`config.mk`:
```
export PLATFORM = sky130hd
export DESIGN_NAME = udp_port_ingress_filter_core
export DESIGN_NICKNAME = d
export VERILOG_FILES = /design/src/rtl/core/udpf_pkg.sv /design/src/rtl/core/udpf_parser.sv /design/src/rtl/core/udp_port_ingress_filter_core.sv
export SDC_FILE = /design/constraint.sdc
export NUM_CORES = 1
export LEC_CHECK = 0
export ABC_AREA = 1
export BUFFER_PORTS_ARGS = -buffer_cell sky130_fd_sc_hd__clkbuf_2
export CAP_MARGIN = 20
export CORE_MARGIN = 1.5
export CORE_UTILIZATION = 63
export CTS_BUF_LIST = sky130_fd_sc_hd__clkbuf_8 sky130_fd_sc_hd__clkbuf_16
export DETAILED_ROUTE_END_ITERATION = 8
export PLACE_DENSITY_LB_ADDON = 0.12
export REMOVE_ABC_BUFFERS = 1
export SYNTH_ARGS = -nofsm -noshare
export SYNTH_HDL_FRONTEND = slang
export SYNTH_SLANG_ARGS = --single-unit
```
`constraint.sdc`:
```
create_clock -name aclk -period 7.55 [get_ports aclk]
set_clock_uncertainty 0.05 [all_clocks]
set_input_delay 0 -clock aclk [delete_from_list [all_inputs] [get_ports aclk]]
set_output_delay 0 -clock aclk [all_outputs]
set_load 0.005 [all_outputs]
```
`src/rtl/core/udpf_pkg.sv`:
```
`timescale 1ns / 1ps
`default_nettype none

package udpf_pkg;

    // Frame field constants
    localparam logic [15:0] ETHERTYPE_IPV4 = 16'h0800;
    localparam logic [7:0]  PROTO_UDP      = 8'd17;
    localparam logic [7:0]  MIN_IP_FRAME   = 8'd34;
    localparam logic [7:0]  NUM_QUEUES     = 8'd64;

    // Byte offsets inside the frame
    localparam logic [6:0] OFF_FIRST   = 7'd0;
    localparam logic [6:0] OFF_ETYPE_HI = 7'd12;
    localparam logic [6:0] OFF_ETYPE_LO = 7'd13;
    localparam logic [6:0] OFF_IHL     = 7'd14;
    localparam logic [6:0] OFF_PROTO   = 7'd23;
    localparam logic [6:0] OFF_PORT    = 7'd16;
    localparam logic [6:0] OFF_MAX     = 7'd127;
    localparam logic [7:0] LEN_HDR_BASE = 8'd22;

    // Configuration register indexes
    localparam logic REG_MATCH_PORT  = 1'b0;
    localparam logic REG_SOCKET_MASK = 1'b1;

    typedef struct packed {
        logic       verdict;
        logic [7:0] target_queue;
    } verdict_t;

endpackage

`default_nettype wire

```
`src/rtl/core/udpf_parser.sv`:
```
`timescale 1ns / 1ps
`default_nettype none

// Per-frame field capture; gives the verdict of the beat being accepted.
module udpf_parser (
    input  wire logic              aclk,
    input  wire logic              aresetn,
    input  wire logic              beat_accept,
    input  wire logic [7:0]        frame_byte,
    input  wire logic [7:0]        rx_queue,
    input  wire logic              last_byte,
    input  wire logic [15:0]       match_port,
    input  wire logic [63:0]       socket_mask,
    output udpf_pkg::verdict_t     result
);

    logic [6:0]  offset_reg, offset_next;
    logic [15:0] etype_reg, etype_next;
    logic [3:0]  hwords_reg, hwords_next;
    logic [7:0]  proto_reg, proto_next;
    logic [15:0] dport_reg, dport_next;
    logic [7:0]  fqueue_reg, fqueue_next;

    logic [6:0]  port_pos;
    logic [7:0]  frame_len;
    logic [7:0]  min_len;
    logic        queue_ok;
    logic        redirect;

    // port position uses the header length seen before this byte
    assign port_pos = udpf_pkg::OFF_PORT + {1'b0, hwords_reg, 2'b00};

    always_comb begin
        fqueue_next = (offset_reg == udpf_pkg::OFF_FIRST) ? rx_queue : fqueue_reg;
        etype_next  = etype_reg;
        if (offset_reg == udpf_pkg::OFF_ETYPE_HI) begin
            etype_next[15:8] = frame_byte;
        end
        if (offset_reg == udpf_pkg::OFF_ETYPE_LO) begin
            etype_next[7:0] = frame_byte;
        end
        hwords_next = (offset_reg == udpf_pkg::OFF_IHL) ? frame_byte[3:0] : hwords_reg;
        proto_next  = (offset_reg == udpf_pkg::OFF_PROTO) ? frame_byte : proto_reg;
        dport_next  = dport_reg;
        if (offset_reg != udpf_pkg::OFF_IHL && offset_reg == port_pos) begin
            dport_next[15:8] = frame_byte;
        end
        if (offset_reg != udpf_pkg::OFF_IHL && offset_reg == port_pos + 7'd1) begin
            dport_next[7:0] = frame_byte;
        end
        offset_next = (offset_reg == udpf_pkg::OFF_MAX) ? udpf_pkg::OFF_MAX
                                                        : offset_reg + 7'd1;
    end

    assign frame_len = {1'b0, offset_reg} + 8'd1;
    assign min_len   = udpf_pkg::LEN_HDR_BASE + {2'b00, hwords_next, 2'b00};
    assign queue_ok  = (fqueue_next < udpf_pkg::NUM_QUEUES) && (fqueue_next[7:6] == 2'b00)
                       && socket_mask[fqueue_next[5:0]];

    assign redirect = (etype_next == udpf_pkg::ETHERTYPE_IPV4)
                   && (proto_next == udpf_pkg::PROTO_UDP)
                   && (frame_len >= udpf_pkg::MIN_IP_FRAME)
                   && (frame_len >= min_len)
                   && (dport_next == match_port)
                   && queue_ok;

    assign result.verdict      = redirect;
    assign result.target_queue = redirect ? fqueue_next : 8'd0;

    always_ff @(posedge aclk) begin
        if (!aresetn || (beat_accept && last_byte)) begin
            offset_reg <= '0;
            etype_reg  <= '0;
            hwords_reg <= '0;
            proto_reg  <= '0;
            dport_reg  <= '0;
            fqueue_reg <= '0;
        end else if (beat_accept) begin
            offset_reg <= offset_next;
            etype_reg  <= etype_next;
            hwords_reg <= hwords_next;
            proto_reg  <= proto_next;
            dport_reg  <= dport_next;
            fqueue_reg <= fqueue_next;
        end
    end

endmodule

`default_nettype wire

```
`src/rtl/core/udp_port_ingress_filter_core.sv`:
```
`timescale 1ns / 1ps
`default_nettype none

// UDP destination port ingress filter.
// Slave stream: one frame byte per beat in tdata, the receive queue in tuser
// (sampled on the first byte of a frame), tlast on the final byte.
// Master stream: one beat per frame, issued for the tlast beat only; tuser
// carries the verdict (1 = redirect to the fast-path socket on that queue),
// tdata the target queue (zero on pass).
// Throughput: one byte per cycle while s_axis_tready is high, across frame
// boundaries; the field capture and verdict logic sit between the input beat
// and a result register, so the frame state is updated every accepted beat.
// Output: the verdict of the tlast beat goes into the result register, or
// into the skid slot while the result register waits on m_axis_tready.
// Stall: a result register plus a one-beat skid slot. s_axis_tready drops
// only when both hold a verdict, so bytes keep flowing while one verdict
// waits to be taken.
// Reset (aresetn low, synchronous): frame state returns to start-of-frame,
// both config registers clear, and both result slots empty.
// Config: cfg_we writes cfg_wdata into register cfg_index (0 match port,
// 1 socket mask); write only while the block is idle.
module udp_port_ingress_filter_core (
    input  wire logic        aclk,
    input  wire logic        aresetn,
    // slave stream
    input  wire logic        s_axis_tvalid,
    output      logic        s_axis_tready,
    input  wire logic [7:0]  s_axis_tdata,   // [7:0] frame_byte
    input  wire logic [7:0]  s_axis_tuser,   // [7:0] rx_queue
    input  wire logic        s_axis_tlast,   // last_byte
    // master stream
    output      logic        m_axis_tvalid,
    input  wire logic        m_axis_tready,
    output      logic [7:0]  m_axis_tdata,   // [7:0] target_queue
    output      logic [0:0]  m_axis_tuser,   // [0] verdict
    // config write port
    input  wire logic        cfg_we,
    input  wire logic        cfg_index,
    input  wire logic [63:0] cfg_wdata
);

    logic [15:0] match_port_reg;
    logic [63:0] socket_mask_reg;

    udpf_pkg::verdict_t beat_result;
    udpf_pkg::verdict_t out_reg;
    udpf_pkg::verdict_t skid_reg;
    logic               out_valid_reg;
    logic               skid_valid_reg;

    logic s_fire;
    logic new_result;

    assign s_axis_tready = !skid_valid_reg;
    assign s_fire        = s_axis_tvalid && s_axis_tready;
    assign new_result    = s_fire && s_axis_tlast;

    // config registers
    always_ff @(posedge aclk) begin
        if (!aresetn) begin
            match_port_reg  <= '0;
            socket_mask_reg <= '0;
        end else if (cfg_we) begin
            unique case (cfg_index)
                udpf_pkg::REG_MATCH_PORT:  match_port_reg  <= cfg_wdata[15:0];
                udpf_pkg::REG_SOCKET_MASK: socket_mask_reg <= cfg_wdata;
                default: ;
            endcase
        end
    end

    udpf_parser u_parser (
        .aclk        (aclk),
        .aresetn     (aresetn),
        .beat_accept (s_fire),
        .frame_byte  (s_axis_tdata),
        .rx_queue    (s_axis_tuser),
        .last_byte   (s_axis_tlast),
        .match_port  (match_port_reg),
        .socket_mask (socket_mask_reg),
        .result      (beat_result)
    );

    // result register with skid slot
    always_ff @(posedge aclk) begin
        if (!aresetn) begin
            out_valid_reg  <= 1'b0;
            skid_valid_reg <= 1'b0;
        end else if (!out_valid_reg || m_axis_tready) begin
            if (skid_valid_reg) begin
                out_valid_reg  <= 1'b1;
                skid_valid_reg <= 1'b0;
            end else begin
                out_valid_reg  <= new_result;
            end
        end else if (new_result) begin
            skid_valid_reg <= 1'b1;
        end
    end

    // payload, no reset
    always_ff @(posedge aclk) begin
        if (!out_valid_reg || m_axis_tready) begin
            out_reg <= skid_valid_reg ? skid_reg : beat_result;
        end else if (new_result) begin
            skid_reg <= beat_result;
        end
    end

    assign m_axis_tvalid   = out_valid_reg;
    assign m_axis_tdata    = out_reg.target_queue;
    assign m_axis_tuser[0] = out_reg.verdict;

    // skid slot only holds a beat behind a valid output beat
    assert property (@(posedge aclk) disable iff (!aresetn)
        skid_valid_reg |-> out_valid_reg)
        else $error("skid holds a verdict while the output is empty");

    // skid fills only when the output stalled with a tlast beat arriving
    assert property (@(posedge aclk) disable iff (!aresetn)
        $rose(skid_valid_reg) |-> $past(out_valid_reg && !m_axis_tready && new_result))
        else $error("skid filled without a stall");

    // a pass verdict never names a queue
    assert property (@(posedge aclk) disable iff (!aresetn)
        (m_axis_tvalid && !m_axis_tuser[0]) |-> (m_axis_tdata == 8'd0))
        else $error("pass verdict carries a nonzero queue");

    // a tlast beat accepted with an empty output shows up next cycle
    assert property (@(posedge aclk) disable iff (!aresetn)
        (new_result && !out_valid_reg) |=> out_valid_reg)
        else $error("verdict lost");

endmodule

`default_nettype wire
```
==> results.yml, run 1 <==
run_status:
  result_of_the_run: "finished, final reports clean"
grt:
  grt.met2_usage_pct: 56.2
  grt_max_degree: 83
  vias_in_the_first_global_route: 7530
  grt_pass1_wl_mm: 36.3
  grt.total_usage_pct: 34.5
  grtUsageMet3_pct: 7.72
  initial_antenna_violation_count: 0
  globalRouteOverflowTotal: 0
  global_route.peak_usage_layer: "met2"
  grt.met1_usage_pct: 45.4
logic_synthesis:
  mappedNetlistArea_um2: 8160
  avg_synthesized_cell_area_um2: 6.72
  synthDistinctLibCells: 38
  synth_top_cells_by_area: "dfxtp_1 (35%), nand2_1 (13%), nor2_1 (9.8%)"
  synth-edff-count: 18
  ys.flop_type: "dfxtp_1"
  synth_top_cell_by_area: "dfxtp_1"
  synth_warnings: 0
  synth_seq_area_share_pct: 41.2
  ys_async_sr_fraction_pct: 0
  number_of_register_bits_inferred_by_synthesis: 159
  netlist.area_leader.share_pct: 34.6
  synth_cells: 1214
sta:
  final-setup-viol-count: 0
  max-slew-margin-rel_pct: 29.6
  timing.final.crit_share_pct: 49.0
  totalNegativeSetupSlack_ps: 0
  slew_violations: 0
  final.setup.worst_slack_ps: 3850
  rsz0062_at_grt: "no"
  hold_viol_final: 0
  period_needed_ps: 3700
  fmax_mhz: 270
  worstMarginPinSlew_ps: 1050
clock_network:
  clk_root_buffer_cell: "clkbuf_16"
  clock_buffer_count_from_cts: 17
  cts_htree_levels: 4
  clock_path_buffers: 2
  cts_tree: "yes"
  clock_sink_count: 159
  path_clk_slew_ps: 70
  worst_skew_pair.late_latency_ps: 430
final_layout:
  seqCellArea_um2: 3360
  fin_cells: 1538
  area_taken_by_multi_input_logic_gates_um2: 3970
  areaGrowthSynthToFinish_pct: 23.0
  largest_register_ffs: 64
  postLayoutCoreUtil_pct: 79.5
  fillCellCount: 918
  drive_above_1_share_pct: 11.9
  final_net_count: 1451
  mostFrequentLayoutCells: "nand2_1 (273), nor2_1 (212), dfxtp_1 (141)"
  layout_commonest_cell: "nand2_1"
route:
  drt-pass1-iter-count: 8
  remaining_drc_errors: 0
  drt_first_iter_violations: 870
  dr_total_vias: 8372
  wire_per_inst_um: 14.7
  totalWireLength_mm: 22.7
  drt-vias-per-instance: 5.44
  detail-route-antenna-nets: 0
die:
  floorplan.core_area_um2: 12600
  die_width_um: 117
  die-area_um2: 13600
  die_h_um: 117
  initial_utilization_pct: 64.7
  ios: 98
  placementRows: 41
placed_design:
  port_buffers: 97
  place_hpwl_mm: 13.6
  post-place-cells: 1429
  gpl.final_weighted_congestion: 0.890
  place_ws_ps: 4070
worst_setup_path:
  timing.critical_path.required_ps: 7650
  end_kind: "register"
  critPathKind: "register to register"
  worstSetupStartpointType: "register"
  crit_path_max_fanout: 13
  worst-endpoint-arrival_ps: 3800
power:
  power-per-cell-area_nw_per_um2: 224
  vdd_drop_max_uv: 170
  total_leakage_power_nw: 4.97
worst_hold_path:
  path_type_of_the_worst_min_delay_path: "input port to register"
run:
  max_cap_viol_count: 0
[metrics by stage]
stage	area [µm²]	hold slack, ps	power (mW)
floorplan	7880	82.3	1.18
global placement	8620	201	1.28
detailed placement	8620	208	1.28
CTS	10000	7.33	2.22
global route	10000	78.9	2.33
finish	10000	9.83	2.25
[Yosys cell counts, types with 10 or more instances]
master	number
dfxtp_1	141
nand2_1	273
ha_1	11
o211ai_1	25
edfxtp_1	18
o21ai_0	125
nor2_1	212
inv_1	135
clkbuf_1	40
nand3_1	112
a21oi_1	32
buf_2	10
[critical path, stage by stage, from the launching register on]
cell and delay, ps:
dfxtp_1 340, inv_1 120, ha_1 200, inv_1 60, nor2_2 230, nand2_2 200
o21ai_1 760, clkinv_1 520, nand3_1 210, nand3_1 90, nand3_1 90, nand2_1 50
nor2_1 190, nor2_4 90, nand2_2 150, nor2_1 50
[where the power goes]
part           switching, mW  leakage [nW]  internal, mW
Combinational          0.242          3.29         0.141
Sequential            0.0309          1.37         0.902
Clock                  0.359         0.311         0.569
Total                  0.633          4.97          1.61
[logic make-up (layout without fill, tap and decap cells)]
logic type,count (synthesis),count (layout),synth area share [%]
simple gates,632,632,32.7
buf+inv,206,356,10.2
xor+xnor,7,7,0.751
fa+ha+maj,11,11,1.69
compound gates,198,198,13.4
other cells,1,3,0.0460
flops,159,159,41.2
[layer usage]
layer  up-vias  routed length [µm]
met5         -                   0
met4         0                 531
met3        49                1690
met2       328               10700
met1      3845                9750
li1       4150                   -
[repair_timing]
item                                   CTS  global route
endpoints found under the hold margin   98             0
hold buffers                            77             0
gates resized for setup                  0             0
buffers inserted                         0             0
[final cells by class]
type,count,area share (%)
clock buffers,20,4.88
well taps,172,2.14
clock inverters,11,1.52
inverters,146,5.46
multi-input cells,850,39.6
repair buffers,179,12.9
diodes,1,0.0249
flip-flops and latches,159,33.5
[worst paths after layout]
| kind | start | to | slack (ps) | depth (start not counted) |
|---|---|---|---|---|
| setup reg to reg | u_parser.offset_reg[0]$_SDFFE_PP0P_ | skid_reg[0]$_DFFE_PP_ | 3850 | 15 |
| setup / recovery | u_parser.offset_reg[0]$_SDFFE_PP0P_ | skid_reg[0]$_DFFE_PP_ | 3850 | 15 |
| hold / removal | s_axis_tdata[2] | u_parser.dport_reg[2]$_SDFFE_PP0P_ | 10 | 5 |
| hold reg to reg | match_port_reg[2]$_SDFFE_PN0P_ | match_port_reg[2]$_SDFFE_PN0P_ | 420 | 2 |
(Power assumes the default switching activity.)
==> inputs of run 2 (changes only) <==
- ABC_AREA: 1 -> 0
- CORE_UTILIZATION: 63 -> 59
- clock period: 7.55 -> 3.5 ns (I/O delays scaled with it)
==> run 2 against run 1 <==
The run now ends with setup timing left. Synthesized cell count is 16% lower. Hold slack better by 12 ps. Setup slack worse by 3900 ps. Global-route usage is 1.6 points lower.
==> results.yml, run 2 <==
logic_synthesis:
  synth_seq_area_share_pct: 39.7
  synthDistinctLibCells: 81
  synth_top_cells_by_area: "dfxtp_1 (33%), nand2_1 (9.3%), a21boi_0 (7.2%)"
  synth_warnings: 0
  most_common_cell_in_the_synthesized_netlist: "nand2_1"
  synth_cells: 1019
  synth_commonest_cells: "nand2_1 (211), dfxtp_1 (141), a21boi_0 (81)"
  number_of_register_bits_inferred_by_synthesis: 159
  avg_synthesized_cell_area_um2: 8.32
  mappedNetlistArea_um2: 8480
  ys.flop_type: "dfxtp_1"
  netlist.area_leader.share_pct: 33.3
  ys_async_sr_fraction_pct: 0
  synth_top_cell_by_area: "dfxtp_1"
  synth-edff-count: 18
sta:
  final.setup.worst_slack_ps: -83.6
  slew_violations: 0
  hold_viol_final: 0
  timing.final.crit_share_pct: 102
  totalNegativeSetupSlack_ps: -311
  final-setup-viol-count: 8
  rsz0062_at_grt: "yes"
  fmax_mhz: 279
  worst_hold_slack_ps: 21.9
  worstMarginPinSlew_ps: 845
  max-slew-margin-rel_pct: 43.3
  period_needed_ps: 3580
route:
  drt-vias-per-instance: 5.98
  detail-route-antenna-nets: 0
  wire_per_inst_um: 17.7
  drt_first_iter_violations: 862
  drt-pass1-iter-count: 5
  dr_total_vias: 8285
  totalWireLength_mm: 24.5
  remaining_drc_errors: 0
worst_setup_path:
  end_kind: "register"
  flop2flop_setup_slack_ps: -80
  critPathLaunch: "u_parser.offset_reg[5]$_SDFFE_PP0P_"
  crit_path_max_fanout: 6
  crit_slowest_cell: "or3b_1"
  worst_path_bufs_invs: 3
  worstSetupStartpointType: "register"
  reg2reg_to: "skid_reg[1]$_DFFE_PP_"
  critical_path.cell_chain: "or3b_1 -> nor2_1 -> buf_4 -> mux2_4 -> ha_2 -> inv_1 -> a221o_1 -> ha_4 -> nand4_1 -> o221ai_2 -> a41o_1 -> nand3_2 -> nor4_4 -> and4_4 -> buf_6 -> o2111ai_4 -> nor2_1"
  critPathKind: "register to register"
  timing.critical_path.max_delay_family: "simple AND/OR/NAND/NOR gates"
  worst-endpoint-arrival_ps: 3820
  timing.critical_path.required_ps: 3730
  crit-reg2reg-launch: "u_parser.offset_reg[5]$_SDFFE_PP0P_"
  slowest_delay_ps: 380
  critPathMostFrequentCell: "nor2_1"
  worstRegToRegCells: 17
power:
  fin_total_pwr_mw: 4.60
  power.sequential.fraction_pct: 42.4
  power.combinational.fraction_pct: 17.3
  vdd_drop_max_uv: 386
  power_switching_share_pct: 28.3
  switchingPower_mw: 1.30
  power_report.internal_total_mw: 3.30
  pwr-share-clk_pct: 40.3
  power-per-cell-area_nw_per_um2: 427
  total_leakage_power_nw: 4.08
final_layout:
  fillCellCount: 1004
  layout_commonest_cell: "nand2_1"
  drive_above_1_share_pct: 19.2
  final_net_count: 1292
  areaGrowthSynthToFinish_pct: 27.0
  mostFrequentLayoutCells: "nand2_1 (209), dfxtp_1 (140), clkbuf_2 (97)"
  largest_register_ffs: 64
  area_taken_by_multi_input_logic_gates_um2: 4750
  final_area_um2: 10800
  seqCellArea_um2: 3360
  insertedDiodeCount: 0
grt:
  grt.total_usage_pct: 32.9
  grt_pass1_wl_mm: 38.4
  initial_antenna_violation_count: 0
  grt_max_degree: 65
  globalRouteOverflowTotal: 0
  vias_in_the_first_global_route: 7709
run_status:
  violations: "setup timing"
  result_of_the_run: "finished with violations"
die:
  die-area_um2: 15100
  placementRows: 43
  initial_utilization_pct: 60.8
  die_width_um: 123
  floorplan.core_area_um2: 13900
  ios: 98
  die_h_um: 123
clock_network:
  clock_path_buffers: 2
  clk_root_buffer_cell: "clkbuf_16"
  worst_skew_pair.late_latency_ps: 430
  clock_buffer_count_from_cts: 17
  cts_tree: "yes"
  clock_sink_count: 159
  cts_htree_levels: 4
  path_clk_slew_ps: 60
worst_hold_path:
  min_delay_path_depth: 4
  path_type_of_the_worst_min_delay_path: "input port to register"
  worstHoldEndpoint: "match_port_reg[0]$_SDFFE_PN0P_"
  timing.hold.worst.start: "cfg_we"
placed_design:
  place_hpwl_mm: 15.9
  port_buffers: 97
  placed_area_um2: 9290
  gpl.final_weighted_congestion: 1.01
run:
  max_cap_viol_count: 0
## run 2: through the flow
stage / instances / utilization [%] / worst slack, ps
final: 1386 / 77.2 / -83.6
after global routing: 1386 / 77.2 / -271
after CTS: 1381 / 76.7 / -74.9
after detailed placement: 1272 / 66.7 / -229
after global placement: 1271 / 66.5 / -72.0
after floorplan: 947 / - / -440
## run 2: worst max-delay path by stage
stage | end | slack (ps) | depth (start not counted)
final | skid_reg[1]$_DFFE_PP_ | -80 | 17
after CTS | skid_reg[1]$_DFFE_PP_ | -70 | 18
after global routing | skid_reg[1]$_DFFE_PP_ | -270 | 18
after global placement | skid_reg[4]$_DFFE_PP_ | -70 | 18
after detailed placement | skid_reg[1]$_DFFE_PP_ | -230 | 18
after floorplan | skid_reg[3]$_DFFE_PP_ | -440 | 15
## run 2: area by class of cell
| class | count | share of cell area (%) |
|---|---|---|
| Clock buffer | 17 | 3.95 |
| Clock inverter | 14 | 1.46 |
| Inverter | 33 | 1.15 |
| Multi-Input combinational cell | 755 | 44.2 |
| Sequential cell | 159 | 31.3 |
| Tap cell | 180 | 2.09 |
| Timing Repair Buffer | 228 | 15.9 |
## run 2: metal layers
layer,vias to the layer above,GRT usage [%],part of all wire [%]
met2,394,52.1,47
li1,3929,-,-
met3,53,7.57,8.4
met5,-,0,0
met1,3909,43.4,42
met4,0,13.2,2.5
## run 2: logic make-up (layout without fill, tap and decap cells)
family / count (synthesis) / after routing / synth area share [%]
other: 1 / 2 / 0.0442
AND/OR/NAND/NOR: 416 / 416 / 22.6
buffers and inverters: 106 / 292 / 5.09
flip-flops: 159 / 159 / 39.7
AO/OA/AOI/OAI: 233 / 233 / 19.8
adder cells (fa/ha/maj): 11 / 11 / 1.62
multiplexers: 71 / 71 / 8.93
XOR/XNOR: 22 / 22 / 2.27
## run 2: power by group through the flow
stage          clock network, mW  registers [mW]  logic (mW)
3_5_place_dp                   0            1.99       0.689
6_report                    1.85            1.95       0.794
2_1_floorplan                  0            1.98       0.378
5_1_grt                     1.93            1.96       0.854
4_1_cts                     1.86            1.95       0.763
3_3_place_gp                   0            1.99       0.680
## run 2: what timing repair did
action                     CTS  global route
gates resized for setup     12             8
pin swaps                   14             5
buffers inserted             2             2
setup endpoints to repair   14            14
hold buffers                75             1
hold endpoints to repair   111             2
gates cloned                 1             0
## run 2: tightest hold or removal path, stage by stage
cell,delay (ps)
clkbuf_2,120
nor2b_1,180
nand2_1,80
a21boi_0,80
